### src/nfpf_pkg.sv
// Shared constants, types and command/status structs for the fast-packet framer.
package nfpf_pkg;

    localparam int MAX_PAYLOAD = 223;
    localparam int CNT_W       = $clog2(MAX_PAYLOAD + 1);
    localparam int ADDR_W      = $clog2(MAX_PAYLOAD);
    localparam int FRAME_W     = 5;
    localparam int SLOT_W      = 3;
    localparam int CFG_IDX_W   = 2;
    localparam int CFG_DATA_W  = 17;
    localparam int ID_W        = 29;
    localparam int DATA_W      = 64;

    localparam logic [SLOT_W-1:0] SLOT_FIRST = '0;
    localparam logic [SLOT_W-1:0] SLOT_LEN   = SLOT_W'(1);
    localparam logic [SLOT_W-1:0] SLOT_LAST  = '1;
    localparam logic [7:0]        FILL_BYTE  = 8'hFF;
    localparam logic [7:0]        PF_PDU2    = 8'd240;
    localparam logic [CNT_W:0]    BYTES_PER_FRAME = (CNT_W + 1)'(7);

    typedef enum logic [CFG_IDX_W-1:0] {
        CFG_PRIORITY = 2'd0,
        CFG_PGN      = 2'd1,
        CFG_SOURCE   = 2'd2,
        CFG_DEST     = 2'd3
    } cfg_index_t;

    typedef enum logic [1:0] {
        ST_IDLE,
        ST_READ,
        ST_PUSH,
        ST_ERR
    } state_t;

    typedef struct packed {
        logic store;
        logic close;
        logic rd_step;
        logic push_frame;
        logic next_frame;
        logic push_error;
    } cmd_t;

    typedef struct packed {
        logic bad;
        logic slot_done;
        logic last_frame;
        logic out_free;
    } sts_t;

endpackage

### src/nfpf_payload_if.sv
// Payload byte channel: one message byte per word.
interface nfpf_payload_if;
    logic       valid;
    logic       ready;
    logic [7:0] data_byte;
    logic       last_byte;
    logic [2:0] seq_id;

    modport source (output valid, output data_byte, output last_byte, output seq_id,
                    input ready);
    modport sink   (input valid, input data_byte, input last_byte, input seq_id,
                    output ready);
endinterface

### src/nfpf_frame_if.sv
// Frame channel: one CAN frame or one error marker per word.
interface nfpf_frame_if;
    logic        valid;
    logic        ready;
    logic [28:0] frame_id;
    logic [63:0] frame_data;
    logic        last_frame;
    logic        error;

    modport source (output valid, output frame_id, output frame_data, output last_frame,
                    output error, input ready);
    modport sink   (input valid, input frame_id, input frame_data, input last_frame,
                    input error, output ready);
endinterface

### src/nmea2000_fast_packet_framer_unit.sv
// Top level: NMEA 2000 fast-packet framer.
// Bytes are taken one per cycle while loading; once the closing byte is accepted, each
// frame is assembled (8 assembly steps per frame, at most 7 of them buffer reads) and
// then pushed once the output register is free. A message of n bytes gives 1 + n/7
// frames; an oversized one gives one error word instead. Input stalls while frames
// are assembled. Reset (rst_n, async low) restores register defaults and clears the
// byte, frame and slot counters; the payload buffer is not cleared.
module nmea2000_fast_packet_framer_unit (
    input  logic                            clk,
    input  logic                            rst_n,
    input  logic                            cfg_we,
    input  logic [nfpf_pkg::CFG_IDX_W-1:0]  cfg_index,
    input  logic [nfpf_pkg::CFG_DATA_W-1:0] cfg_data,
    nfpf_payload_if.sink                    payload,
    nfpf_frame_if.source                    frame
);

    nfpf_pkg::cmd_t cmd;
    nfpf_pkg::sts_t sts;

    nfpf_controller u_ctrl (
        .clk      (clk),
        .rst_n    (rst_n),
        .in_valid (payload.valid),
        .in_last  (payload.last_byte),
        .in_ready (payload.ready),
        .sts      (sts),
        .cmd      (cmd)
    );

    nfpf_datapath u_dp (
        .clk         (clk),
        .rst_n       (rst_n),
        .cfg_we      (cfg_we),
        .cfg_index   (cfg_index),
        .cfg_data    (cfg_data),
        .cmd         (cmd),
        .sts         (sts),
        .data_byte   (payload.data_byte),
        .seq_id      (payload.seq_id),
        .frame_ready (frame.ready),
        .frame_valid (frame.valid),
        .frame_id    (frame.frame_id),
        .frame_data  (frame.frame_data),
        .last_frame  (frame.last_frame),
        .error       (frame.error)
    );

endmodule

### src/nfpf_datapath.sv
// Datapath: config registers, payload buffer, frame assembly and output register.
module nfpf_datapath (
    input  logic                               clk,
    input  logic                               rst_n,
    input  logic                               cfg_we,
    input  logic [nfpf_pkg::CFG_IDX_W-1:0]     cfg_index,
    input  logic [nfpf_pkg::CFG_DATA_W-1:0]    cfg_data,
    input  nfpf_pkg::cmd_t                     cmd,
    output nfpf_pkg::sts_t                     sts,
    input  logic [7:0]                         data_byte,
    input  logic [2:0]                         seq_id,
    input  logic                               frame_ready,
    output logic                               frame_valid,
    output logic [nfpf_pkg::ID_W-1:0]          frame_id,
    output logic [nfpf_pkg::DATA_W-1:0]        frame_data,
    output logic                               last_frame,
    output logic                               error
);

    localparam int CW = nfpf_pkg::CNT_W;
    localparam int AW = nfpf_pkg::ADDR_W;

    logic [2:0]  priority_reg;
    logic [16:0] pgn_reg;
    logic [7:0]  source_reg;
    logic [7:0]  dest_reg;

    logic [7:0] mem [nfpf_pkg::MAX_PAYLOAD];
    logic [7:0] mem_q_reg;
    logic       valid_q_reg;

    logic [CW-1:0] byte_count_reg, byte_count_next;
    logic          overflow_reg, overflow_next;
    logic [CW-1:0] len_reg, len_next;
    logic [2:0]    seq_reg, seq_next;
    logic [nfpf_pkg::FRAME_W-1:0] frame_reg, frame_next;
    logic [nfpf_pkg::SLOT_W-1:0]  slot_reg, slot_next;
    logic [CW-1:0] off_reg, off_next;
    logic [CW-1:0] base_reg, base_next;
    logic [nfpf_pkg::DATA_W-1:0] asm_reg, asm_next;

    logic          out_valid_reg;
    logic [nfpf_pkg::ID_W-1:0]   out_id_reg;
    logic [nfpf_pkg::DATA_W-1:0] out_data_reg;
    logic          out_last_reg;
    logic          out_error_reg;

    logic          full;
    logic          next_is_data;
    logic          issue_rd;
    logic [7:0]    slot_byte;
    logic [CW:0]   frame_end;
    logic [16:0]   pgn_field;
    logic [nfpf_pkg::ID_W-1:0] id_value;

    // Configuration registers
    always_ff @(posedge clk or negedge rst_n)
    begin
        if (!rst_n)
        begin
            priority_reg <= 3'd6;
            pgn_reg      <= '0;
            source_reg   <= '0;
            dest_reg     <= 8'hFF;
        end
        else if (cfg_we)
        begin
            case (nfpf_pkg::cfg_index_t'(cfg_index))
                nfpf_pkg::CFG_PRIORITY: priority_reg <= cfg_data[2:0];
                nfpf_pkg::CFG_PGN:      pgn_reg      <= cfg_data[16:0];
                nfpf_pkg::CFG_SOURCE:   source_reg   <= cfg_data[7:0];
                nfpf_pkg::CFG_DEST:     dest_reg     <= cfg_data[7:0];
                default:                priority_reg <= priority_reg;
            endcase
        end
    end

    // PDU1 groups carry the destination in the PS byte
    assign pgn_field = (pgn_reg[15:8] < nfpf_pkg::PF_PDU2) ? {pgn_reg[16:8], dest_reg}
                                                            : pgn_reg;
    assign id_value  = {priority_reg, 1'b0, pgn_field, source_reg};

    assign full         = (byte_count_reg == CW'(nfpf_pkg::MAX_PAYLOAD));
    assign next_is_data = !((slot_reg == nfpf_pkg::SLOT_FIRST) && (frame_reg == '0));
    assign issue_rd     = cmd.rd_step && (slot_reg != nfpf_pkg::SLOT_LAST) && next_is_data
                          && (off_reg < len_reg);
    assign frame_end    = {1'b0, base_reg} + nfpf_pkg::BYTES_PER_FRAME;

    always_comb
    begin
        if (slot_reg == nfpf_pkg::SLOT_FIRST)
            slot_byte = {seq_reg, frame_reg};
        else if ((slot_reg == nfpf_pkg::SLOT_LEN) && (frame_reg == '0))
            slot_byte = 8'(len_reg);
        else if (valid_q_reg)
            slot_byte = mem_q_reg;
        else
            slot_byte = nfpf_pkg::FILL_BYTE;
    end

    always_comb
    begin
        byte_count_next = byte_count_reg;
        overflow_next   = overflow_reg;
        len_next        = len_reg;
        seq_next        = seq_reg;
        frame_next      = frame_reg;
        slot_next       = slot_reg;
        off_next        = off_reg;
        base_next       = base_reg;
        asm_next        = asm_reg;

        if (cmd.store)
        begin
            if (full)
                overflow_next = 1'b1;
            else
                byte_count_next = byte_count_reg + CW'(1);
        end
        if (cmd.close)
        begin
            len_next        = full ? byte_count_reg : byte_count_reg + CW'(1);
            seq_next        = seq_id;
            byte_count_next = '0;
            overflow_next   = 1'b0;
            frame_next      = '0;
            slot_next       = '0;
            off_next        = '0;
            base_next       = '0;
        end
        if (cmd.rd_step)
        begin
            asm_next  = {slot_byte, asm_reg[nfpf_pkg::DATA_W-1:8]};
            slot_next = slot_reg + nfpf_pkg::SLOT_W'(1);
            if (issue_rd)
                off_next = off_reg + CW'(1);
        end
        if (cmd.next_frame)
        begin
            frame_next = frame_reg + nfpf_pkg::FRAME_W'(1);
            slot_next  = '0;
            base_next  = CW'(frame_end);
        end
    end

    always_ff @(posedge clk or negedge rst_n)
    begin
        if (!rst_n)
        begin
            byte_count_reg <= '0;
            overflow_reg   <= 1'b0;
            frame_reg      <= '0;
            slot_reg       <= '0;
            valid_q_reg    <= 1'b0;
        end
        else
        begin
            byte_count_reg <= byte_count_next;
            overflow_reg   <= overflow_next;
            frame_reg      <= frame_next;
            slot_reg       <= slot_next;
            if (cmd.rd_step)
                valid_q_reg <= issue_rd;
        end
    end

    always_ff @(posedge clk)
    begin
        len_reg  <= len_next;
        seq_reg  <= seq_next;
        off_reg  <= off_next;
        base_reg <= base_next;
        asm_reg  <= asm_next;
    end

    // Payload buffer, one write and one registered read per cycle
    always_ff @(posedge clk)
    begin
        if (cmd.store && !full)
            mem[byte_count_reg[AW-1:0]] <= data_byte;
        if (issue_rd)
            mem_q_reg <= mem[off_reg[AW-1:0]];
    end

    // Output register
    always_ff @(posedge clk or negedge rst_n)
    begin
        if (!rst_n)
            out_valid_reg <= 1'b0;
        else if (cmd.push_frame || cmd.push_error)
            out_valid_reg <= 1'b1;
        else if (frame_ready)
            out_valid_reg <= 1'b0;
    end

    always_ff @(posedge clk)
    begin
        if (cmd.push_frame)
        begin
            out_id_reg    <= id_value;
            out_data_reg  <= asm_reg;
            out_last_reg  <= sts.last_frame;
            out_error_reg <= 1'b0;
        end
        else if (cmd.push_error)
        begin
            out_id_reg    <= '0;
            out_data_reg  <= '0;
            out_last_reg  <= 1'b0;
            out_error_reg <= 1'b1;
        end
    end

    assign sts.bad        = overflow_reg || full;
    assign sts.slot_done  = (slot_reg == nfpf_pkg::SLOT_LAST);
    assign sts.last_frame = ({1'b0, len_reg} < frame_end);
    assign sts.out_free   = !out_valid_reg || frame_ready;

    assign frame_valid = out_valid_reg;
    assign frame_id    = out_id_reg;
    assign frame_data  = out_data_reg;
    assign last_frame  = out_last_reg;
    assign error       = out_error_reg;

    a_count_bound: assert property (@(posedge clk) disable iff (!rst_n)
        byte_count_reg <= CW'(nfpf_pkg::MAX_PAYLOAD))
        else $error("byte count beyond buffer depth");

    a_push_free: assert property (@(posedge clk) disable iff (!rst_n)
        (cmd.push_frame || cmd.push_error) |-> sts.out_free)
        else $error("output word overwritten before it was taken");

    a_close_clears: assert property (@(posedge clk) disable iff (!rst_n)
        cmd.close |=> (byte_count_reg == '0) && !overflow_reg)
        else $error("message close left stale count");

endmodule

### src/nfpf_controller.sv
// Controller: sequences byte loading, frame assembly and result push.
module nfpf_controller (
    input  logic           clk,
    input  logic           rst_n,
    input  logic           in_valid,
    input  logic           in_last,
    output logic           in_ready,
    input  nfpf_pkg::sts_t sts,
    output nfpf_pkg::cmd_t cmd
);

    nfpf_pkg::state_t state_reg, state_next;

    always_ff @(posedge clk or negedge rst_n)
    begin
        if (!rst_n)
            state_reg <= nfpf_pkg::ST_IDLE;
        else
            state_reg <= state_next;
    end

    always_comb
    begin
        state_next = state_reg;
        case (state_reg)
            nfpf_pkg::ST_IDLE:
            begin
                if (in_valid && in_last)
                    state_next = sts.bad ? nfpf_pkg::ST_ERR : nfpf_pkg::ST_READ;
            end
            nfpf_pkg::ST_READ:
            begin
                if (sts.slot_done)
                    state_next = nfpf_pkg::ST_PUSH;
            end
            nfpf_pkg::ST_PUSH:
            begin
                if (sts.out_free)
                    state_next = sts.last_frame ? nfpf_pkg::ST_IDLE : nfpf_pkg::ST_READ;
            end
            nfpf_pkg::ST_ERR:
            begin
                if (sts.out_free)
                    state_next = nfpf_pkg::ST_IDLE;
            end
            default: state_next = nfpf_pkg::ST_IDLE;
        endcase
    end

    always_comb
    begin
        in_ready = 1'b0;
        cmd      = '0;
        case (state_reg)
            nfpf_pkg::ST_IDLE:
            begin
                in_ready  = 1'b1;
                cmd.store = in_valid;
                cmd.close = in_valid && in_last;
            end
            nfpf_pkg::ST_READ:
            begin
                cmd.rd_step = 1'b1;
            end
            nfpf_pkg::ST_PUSH:
            begin
                // hold the assembled frame until the output register frees up
                cmd.push_frame = sts.out_free;
                cmd.next_frame = sts.out_free && !sts.last_frame;
            end
            nfpf_pkg::ST_ERR:
            begin
                cmd.push_error = sts.out_free;
            end
            default: cmd = '0;
        endcase
    end

    a_read_to_push: assert property (@(posedge clk) disable iff (!rst_n)
        (state_reg == nfpf_pkg::ST_READ && sts.slot_done) |=> state_reg == nfpf_pkg::ST_PUSH)
        else $error("frame assembly did not hand over to push");

    a_bad_to_err: assert property (@(posedge clk) disable iff (!rst_n)
        (cmd.close && sts.bad) |=> state_reg == nfpf_pkg::ST_ERR)
        else $error("oversized message not routed to error");

    a_one_action: assert property (@(posedge clk) disable iff (!rst_n)
        $onehot0({cmd.store, cmd.rd_step, cmd.push_frame, cmd.push_error}))
        else $error("conflicting datapath commands");

endmodule
### src/flat_wrapper.sv
// flat-port wrapper written by rule: the top's interface ports become plain ports
module nmea2000_fast_packet_framer_unit_flat 
  (clk, rst_n, cfg_we, cfg_index, cfg_data, payload_valid, payload_data_byte, payload_last_byte, payload_seq_id, payload_ready, frame_valid, frame_frame_id, frame_frame_data, frame_last_frame, frame_error, frame_ready);
  nfpf_payload_if payload_i ();
  nfpf_frame_if frame_i ();
  input  logic clk;
  input  logic rst_n;
  input  logic cfg_we;
  input  logic [nfpf_pkg::CFG_IDX_W-1:0] cfg_index;
  input  logic [nfpf_pkg::CFG_DATA_W-1:0] cfg_data;
  input wire logic [$bits(payload_i.valid)-1:0] payload_valid;
  input wire logic [$bits(payload_i.data_byte)-1:0] payload_data_byte;
  input wire logic [$bits(payload_i.last_byte)-1:0] payload_last_byte;
  input wire logic [$bits(payload_i.seq_id)-1:0] payload_seq_id;
  output wire logic [$bits(payload_i.ready)-1:0] payload_ready;
  output wire logic [$bits(frame_i.valid)-1:0] frame_valid;
  output wire logic [$bits(frame_i.frame_id)-1:0] frame_frame_id;
  output wire logic [$bits(frame_i.frame_data)-1:0] frame_frame_data;
  output wire logic [$bits(frame_i.last_frame)-1:0] frame_last_frame;
  output wire logic [$bits(frame_i.error)-1:0] frame_error;
  input wire logic [$bits(frame_i.ready)-1:0] frame_ready;
  assign payload_i.valid = payload_valid;
  assign payload_i.data_byte = payload_data_byte;
  assign payload_i.last_byte = payload_last_byte;
  assign payload_i.seq_id = payload_seq_id;
  assign payload_ready = payload_i.ready;
  assign frame_valid = frame_i.valid;
  assign frame_frame_id = frame_i.frame_id;
  assign frame_frame_data = frame_i.frame_data;
  assign frame_last_frame = frame_i.last_frame;
  assign frame_error = frame_i.error;
  assign frame_i.ready = frame_ready;
  nmea2000_fast_packet_framer_unit u_core (.clk(clk), .rst_n(rst_n), .cfg_we(cfg_we), .cfg_index(cfg_index), .cfg_data(cfg_data), .payload(payload_i), .frame(frame_i));
endmodule
### config.mk
export PLATFORM = sky130hd
export DESIGN_NAME = nmea2000_fast_packet_framer_unit_flat
export DESIGN_NICKNAME = d
export VERILOG_FILES = /design/src/nfpf_pkg.sv /design/src/nfpf_payload_if.sv /design/src/nfpf_frame_if.sv /design/src/nmea2000_fast_packet_framer_unit.sv /design/src/nfpf_datapath.sv /design/src/nfpf_controller.sv /design/src/flat_wrapper.sv
export SDC_FILE = /design/constraint.sdc
export NUM_CORES = 2
export LEC_CHECK = 0
export BUFFER_PORTS_ARGS = -buffer_cell sky130_fd_sc_hd__clkbuf_2
export CORE_AREA = 5 5 386 388
export CTS_BUF_LIST = sky130_fd_sc_hd__clkbuf_8 sky130_fd_sc_hd__clkbuf_16
export CTS_CLUSTER_SIZE = 12
export DETAILED_ROUTE_END_ITERATION = 8
export DIE_AREA = 0 0 391 393
export GPL_ROUTABILITY_DRIVEN = 0
export PLACE_DENSITY_LB_ADDON = 0.15
export SLEW_MARGIN = 10
export SYNTH_ARGS = -nofsm -noshare
export SYNTH_HDL_FRONTEND = slang
export SYNTH_SLANG_ARGS = --single-unit
### constraint.sdc
create_clock -name clk -period 4.1 [get_ports clk]
set_input_delay 0.205 -clock clk [delete_from_list [all_inputs] [get_ports clk]]
set_output_delay 0.205 -clock clk [all_outputs]
set_load 0.005 [all_outputs]
# [Word level (Yosys, flattened, before mapping)]
# Memories as Yosys holds them, arrays and structs flattened. A register that Yosys moved wholly into a read port is not among the register bits.
# Index checks and enable logic that the tools add are counted.
[op_classes] add_sub_neg=5 eq_ne=14 reduce_logical=31 n_mux=42 n_lt_le_gt_ge=3
[ops] cell="64-bit 2-to-1 mux" n=2
[ops] cell="8-bit 2-to-1 mux" n=12
[ops] cell="29-bit 2-to-1 mux" n=2
[ops] cell="8-bit by 1-bit adder with 8-bit output (second input constant)" n=2
[ops] cell="2-bit 2-to-1 mux" n=7
[ops] cell="1-bit 2-to-1 mux" n=13
[ops] cell="5-bit 2-to-1 mux" n=2
[ops] cell="2-bit AND reduction" n=5
[ops] cell="2-bit nonzero test" n=5
[ops] cell="8-bit by 3-bit adder with 9-bit output (second input constant)" n=1
[ops] cell="8-bit by 9-bit less-than comparator with 1-bit output" n=1
[ops] cell="3-bit 2-to-1 mux" n=3
[ops] cell="2-bit == test (second input constant)" n=4
[ops] cell="8-bit == test (second input constant)" n=1
[ops] cell="1-bit logical AND" n=8
[ops] cell="8-bit less-than comparator" n=1
[ops] cell="8-bit less-than comparator (second input constant)" n=1
[ops] cell="2-bit case mux with 4 select lines" n=1
[ops] cell="2-bit inequality test (second input constant)" n=3
[ops] cell="5-bit by 1-bit adder with 5-bit output (second input constant)" n=1
[ops] cell="5-bit zero test" n=1
[ops] cell="2-bit by 1-bit == test with 1-bit output (second input constant)" n=2
[ops] cell="1-bit zero test" n=4
[ops] cell="2-bit zero test" n=2
[ops] cell="9 further kinds" n=11
[word_totals] mem_bits_rw=1784 ff_bits=242 in_bits=36 word_cells=116 n_memories=1
[memory_table] memory="u_core.u_dp.mem" depth=223 word_bits=8 rd=1 rd_ports_with_merged_regs=1 write_ports=1 line_no="nfpf_datapath.sv:28" text="logic [7:0] mem [nfpf_pkg::MAX_PAYLOAD];"

# [Logic depth before layout (Yosys ltp)]
[logic_depth] ltp_word=7 depth_mapped=13

# [Hierarchy]
# From an unflattened synthesis, not the netlist that was laid out.
[hier_totals] hier_cells=3944 hier_area_um2=79344.8
[modules_own_cells] module="nfpf_datapath" cells_each=3927 n_inst=1 area_per_inst_um2=79187.2
[modules_own_cells] module="nfpf_controller" cells_each=17 n_inst=1 area_per_inst_um2=157.7

# [Worst setup path before layout]
# Ideal clock, no wire load.
[synth_timing] path_kind="register -> register" startpoint="register u_core.u_dp.out_valid_reg, in the netlist u_core.u_dp.frame_valid" endpoint="register u_core.u_ctrl.state_reg[0]" path_stages_with_launch=7 arrival_time_ns=3.917 setup_ns=0.282 path_slack_ns=-0.099 cell_sequence="dfrtp_1 -> nand2b_1 -> nand2_1 -> inv_1 -> clkbuf_1 -> clkbuf_1 -> o21ai_0"
[synth_between] elab_chain_len=4 elab_cells_between_ends=5
[synth_lines] element="start: declaration" line_no="nfpf_datapath.sv:42" text="logic out_valid_reg;"
[synth_lines] element="start signal: assignment" line_no="nfpf_datapath.sv:189" text="out_valid_reg <= 1'b0;"
[synth_lines] element="start signal: assignment" line_no="nfpf_datapath.sv:191" text="out_valid_reg <= 1'b1;"
[synth_lines] element="start signal: assignment" line_no="nfpf_datapath.sv:193" text="out_valid_reg <= 1'b0;"
[synth_lines] element="1-bit zero test (*)" line_no="nfpf_datapath.sv:217" text="assign sts.out_free = !out_valid_reg || frame_ready;"
[synth_lines] element="1-bit logical OR (*)" line_no="nfpf_datapath.sv:217"
[synth_lines] element="2-bit inequality test (no source line)"
[synth_lines] element="4-bit AND reduction (no source line) (*)"
[synth_lines] element="end signal: assignment" line_no="nfpf_controller.sv:17" text="state_reg <= nfpf_pkg::ST_IDLE;"
[synth_lines] element="end signal: assignment" line_no="nfpf_controller.sv:19" text="state_reg <= state_next;"
[synth_lines] element="end: declaration" line_no="nfpf_controller.sv:12" text="nfpf_pkg::state_t state_reg, state_next;"
# Every way passes the cells marked *; elsewhere a longest branch is shown, timed or not.
# A chain may end at the register's enable or synchronous reset.

# [Final worst setup path]
[layout_timing] startpoint="register u_core.u_dp.off_reg[3]" endpoint="register u_core.u_dp.mem_q_reg[1], read port of u_core.u_dp.mem (data pin)"
[layout_between] elab_chain_len=2
[layout_lines] element="start: declaration" line_no="nfpf_datapath.sv:38" text="logic [CW-1:0] off_reg, off_next;"
[layout_lines] element="start signal: assignment" line_no="nfpf_datapath.sv:171" text="off_reg <= off_next;"
[layout_lines] element="8-bit less-than comparator" line_no="nfpf_datapath.sv:86" text="&& (off_reg < len_reg);"
[layout_lines] element="1-bit logical AND" line_no="nfpf_datapath.sv:86"
[layout_lines] element="end: declaration" line_no="nfpf_datapath.sv:29" text="logic [7:0] mem_q_reg;"
# Several ways; a longest one is shown, not always the timed one.

==> results_dict.tcl <==
set metrics [dict create \
    coreArea_mm2 0.145 \
    die_area_mm2 0.154 \
    setup_viol 0 \
    first_iter_violations 4726 \
    slew_headroom_pct 15.5 \
    max_freq_mhz 287 \
    cpLargestDelayFamily "simple AND/OR/NAND/NOR gates" \
    cts_inserted_buffers 203 \
    grt_usage_pct 25.5 \
    cts_tree "built" \
    die_h_um 393 \
    p_int_mw 39.0 \
    switching_share_pct 29.1 \
    first_global_vias 40100 \
    worstMarginPinSlew_ns 1.26 \
    num_rows 140 \
    netlist_area_mm2 0.0793 \
    place_ws_ns 0.636 \
    ys.flop_type "edfxtp_1" \
    synth.net_count 3963 \
    start_kind "register" \
    dr.pass1.iters 5 \
    wire_per_inst_um 30.7 \
    cp.required_ns 4.65 \
    powerDensity_mw_per_mm2 616 \
    slowest_delay_ns 1.05 \
    synth_most_common_cell "edfxtp_1" \
    start_util_pct 54.6 \
    cp.arrival_ns 4.03 \
    critPathBufInv 2 \
    cts_sinks 2034 \
    clock_power_share_pct 30.7 \
    synth_edf_count 1968 \
    async_flop_share_pct 2.80 \
    synth_seq_cells 2034 \
    yosys-top-cells-area "edfxtp_1 (75%), mux4_2 (12%), mux2i_1 (1.6%)" \
    multi_input_area_mm2 0.0172 \
    path_clk_slew_ns 0.06 \
    outcome "complete, no violations" \
    num-nets-final 4320 \
    cp_slowest_cell "nor2b_1" \
    finalPower_mw 55.1 \
    largest_reg_flops 1784 \
    antenna_found_initial 4 \
    finalCoreUtilization_pct 61.6 \
    yosysWarnings 0 \
    syn_inst 3901 \
    worstPathCellList "nor2b_1 > buf_4 > nand2_1 > o22ai_1 > nor3_1 > buf_4 > a21o_1 > a32oi_1 > nand4_1" \
    yosysTopAreaCell "edfxtp_1" \
    synthTopCellsByCount "edfxtp_1 (1968), mux4_2 (424), nor2_1 (267)" \
    cts.root.buffer_cell "clkbuf_16" \
    hold_viol_final 0 \
    die_x_um 391 \
    ant_nets 0 \
    critPathMaxFanout 31 \
    peakVddDrop_mv 0.462 \
    seq_area_mm2 0.0607 \
    rsz0062_at_grt "false" \
    ios 133 \
    clock_latency_ns 0.83 \
    setup_tns_ns 0 \
    synth_top_area_share_pct 74.6 \
    syn_avg_cell_area_um2 20.3 \
    setup_slack_ns 0.619 \
    skew_ns 0.0490 \
    cp-end-kind "register" \
    slew_viol_final 0 \
    leakage_nw 29.1 \
    synth-seq-area-share_pct 76.6 \
    fin_hold_ws_ns 0.0835 \
    grt_pass1_wl_mm 282 \
    p_switching_mw 16.0 \
    grt_max_degree 121 \
    area_growth_pct 12.8 \
    max_cap_viol_count 0 \
    drc 0 \
    routed_via_density 6.35 \
    hpwlAfterDp_mm 121 \
    critical_path_class "register to register" \
    p_seq_share_pct 44.9 \
    period_share_pct 84.9 \
    grt_overflow_total 0 \
    synth.distinct_cells 65 \
    power.share.combinational_pct 24.4 \
    min_path_type "input pin to register" \
    cp_common_cell "buf_4" \
    clockBufferDepth 3 \
    num_vias 40100 \
    drive_gt1_share_pct 24.8 \
    port_buffers 131 \
    htree_levels 4 \
    finalCriticalPeriod_ns 3.48 \
    routed_wl_mm 194 \
    fill_cells 10200 \
]
==> through the flow <==
stage,instance area [µm²],instances
floorplan,79300,3901
global placement,83000,5934
detailed placement,83000,5934
CTS,89400,6311
global route,89400,6312
finish,89400,6313
==> cell usage in the layout (no fill, tap or decap), drive strengths merged, types with 26 or more instances in the layout <==
| cell | instances |
|---|---|
| dlygate4sd3 | 36 |
| clkbuf | 329 |
| edfxtp | 1968 |
| o21ai | 58 |
| a211oi | 30 |
| mux2i | 127 |
| nor3 | 30 |
| nand3 | 26 |
| a21oi | 41 |
| a22oi | 45 |
| and3 | 87 |
| nand2 | 121 |
| ha | 26 |
| inv | 102 |
| o22ai | 45 |
| mux2 | 54 |
| mux4 | 428 |
| nor2 | 267 |
| nor2b | 28 |
| buf | 227 |
| clkinv | 56 |
| dfrtp | 47 |
==> final timing paths <==
| kind | slack [ns] | end | cells after the start | from |
|---|---|---|---|---|
| worst max-delay path | 0.62 | u_core.u_dp.mem_q_reg[1] | 9 | u_core.u_dp.off_reg[3] |
| worst min-delay path | 0.08 | u_core.u_dp.mem[29][0] | 1 | payload_data_byte[0] |
| worst max register to register | 0.62 | u_core.u_dp.mem_q_reg[1] | 9 | u_core.u_dp.off_reg[3] |
| worst min register to register | 0.44 | u_core.u_dp.asm_reg[18] | 0 | u_core.u_dp.asm_reg[26] |
| max in group asynchronous | 3.11 | u_core.u_dp.overflow_reg | 3 | rst_n |
| min in group asynchronous | 0.10 | u_core.u_dp.source_reg[2] | 3 | rst_n |
==> kinds of logic (layout without fill, tap and decap cells) <==
| group | after synthesis | after routing | synth area share [%] |
|---|---|---|---|
| AOI/OAI and AO/OA | 324 | 324 | 2.80 |
| DFF | 2034 | 2034 | 76.6 |
| other | 1 | 2 | 0.00473 |
| xor gates and xnor gates | 12 | 12 | 0.133 |
| muxes | 609 | 609 | 14.6 |
| adders and majority gates | 26 | 26 | 0.410 |
| buffers and inverters | 262 | 756 | 1.76 |
| and+or+nand+nor | 633 | 633 | 3.73 |
==> cell type report <==
cell class / count / area share [%]
antenna: 1 / 0.00280
clock buffer: 206 / 5.74
clock inverter: 136 / 0.995
inverter: 28 / 0.120
multi-input combinational: 1605 / 19.2
sequential: 2034 / 67.9
tap: 1917 / 2.68
timing repair buffer: 386 / 3.35
==> what timing repair did <==
action / CTS / global route
hold buffers: 35 / 1
hold endpoints to repair: 425 / 6
setup buffers: 0 / 0
gates resized for setup: 0 / 0
==> per-layer routing <==
metal,wire length (µm),vias to the layer above,global-route usage (%)
li1,-,16700,-
met1,79200,21100,37.4
met2,91400,1942,39.6
met3,17000,324,5.03
met4,6010,2,7.48
met5,18,-,0
==> power by group through the flow <==
stage	Clock (mW)	Combinational, mW	Sequential [mW]
floorplan	0	8.90	24.6
global placement	0	13.4	25.1
detailed placement	0	13.5	25.1
CTS	17.2	13.5	24.7
global route	18.0	14.2	24.8
finish	16.9	13.4	24.7
No activity file was read; power rests on OpenSTA's default activity.
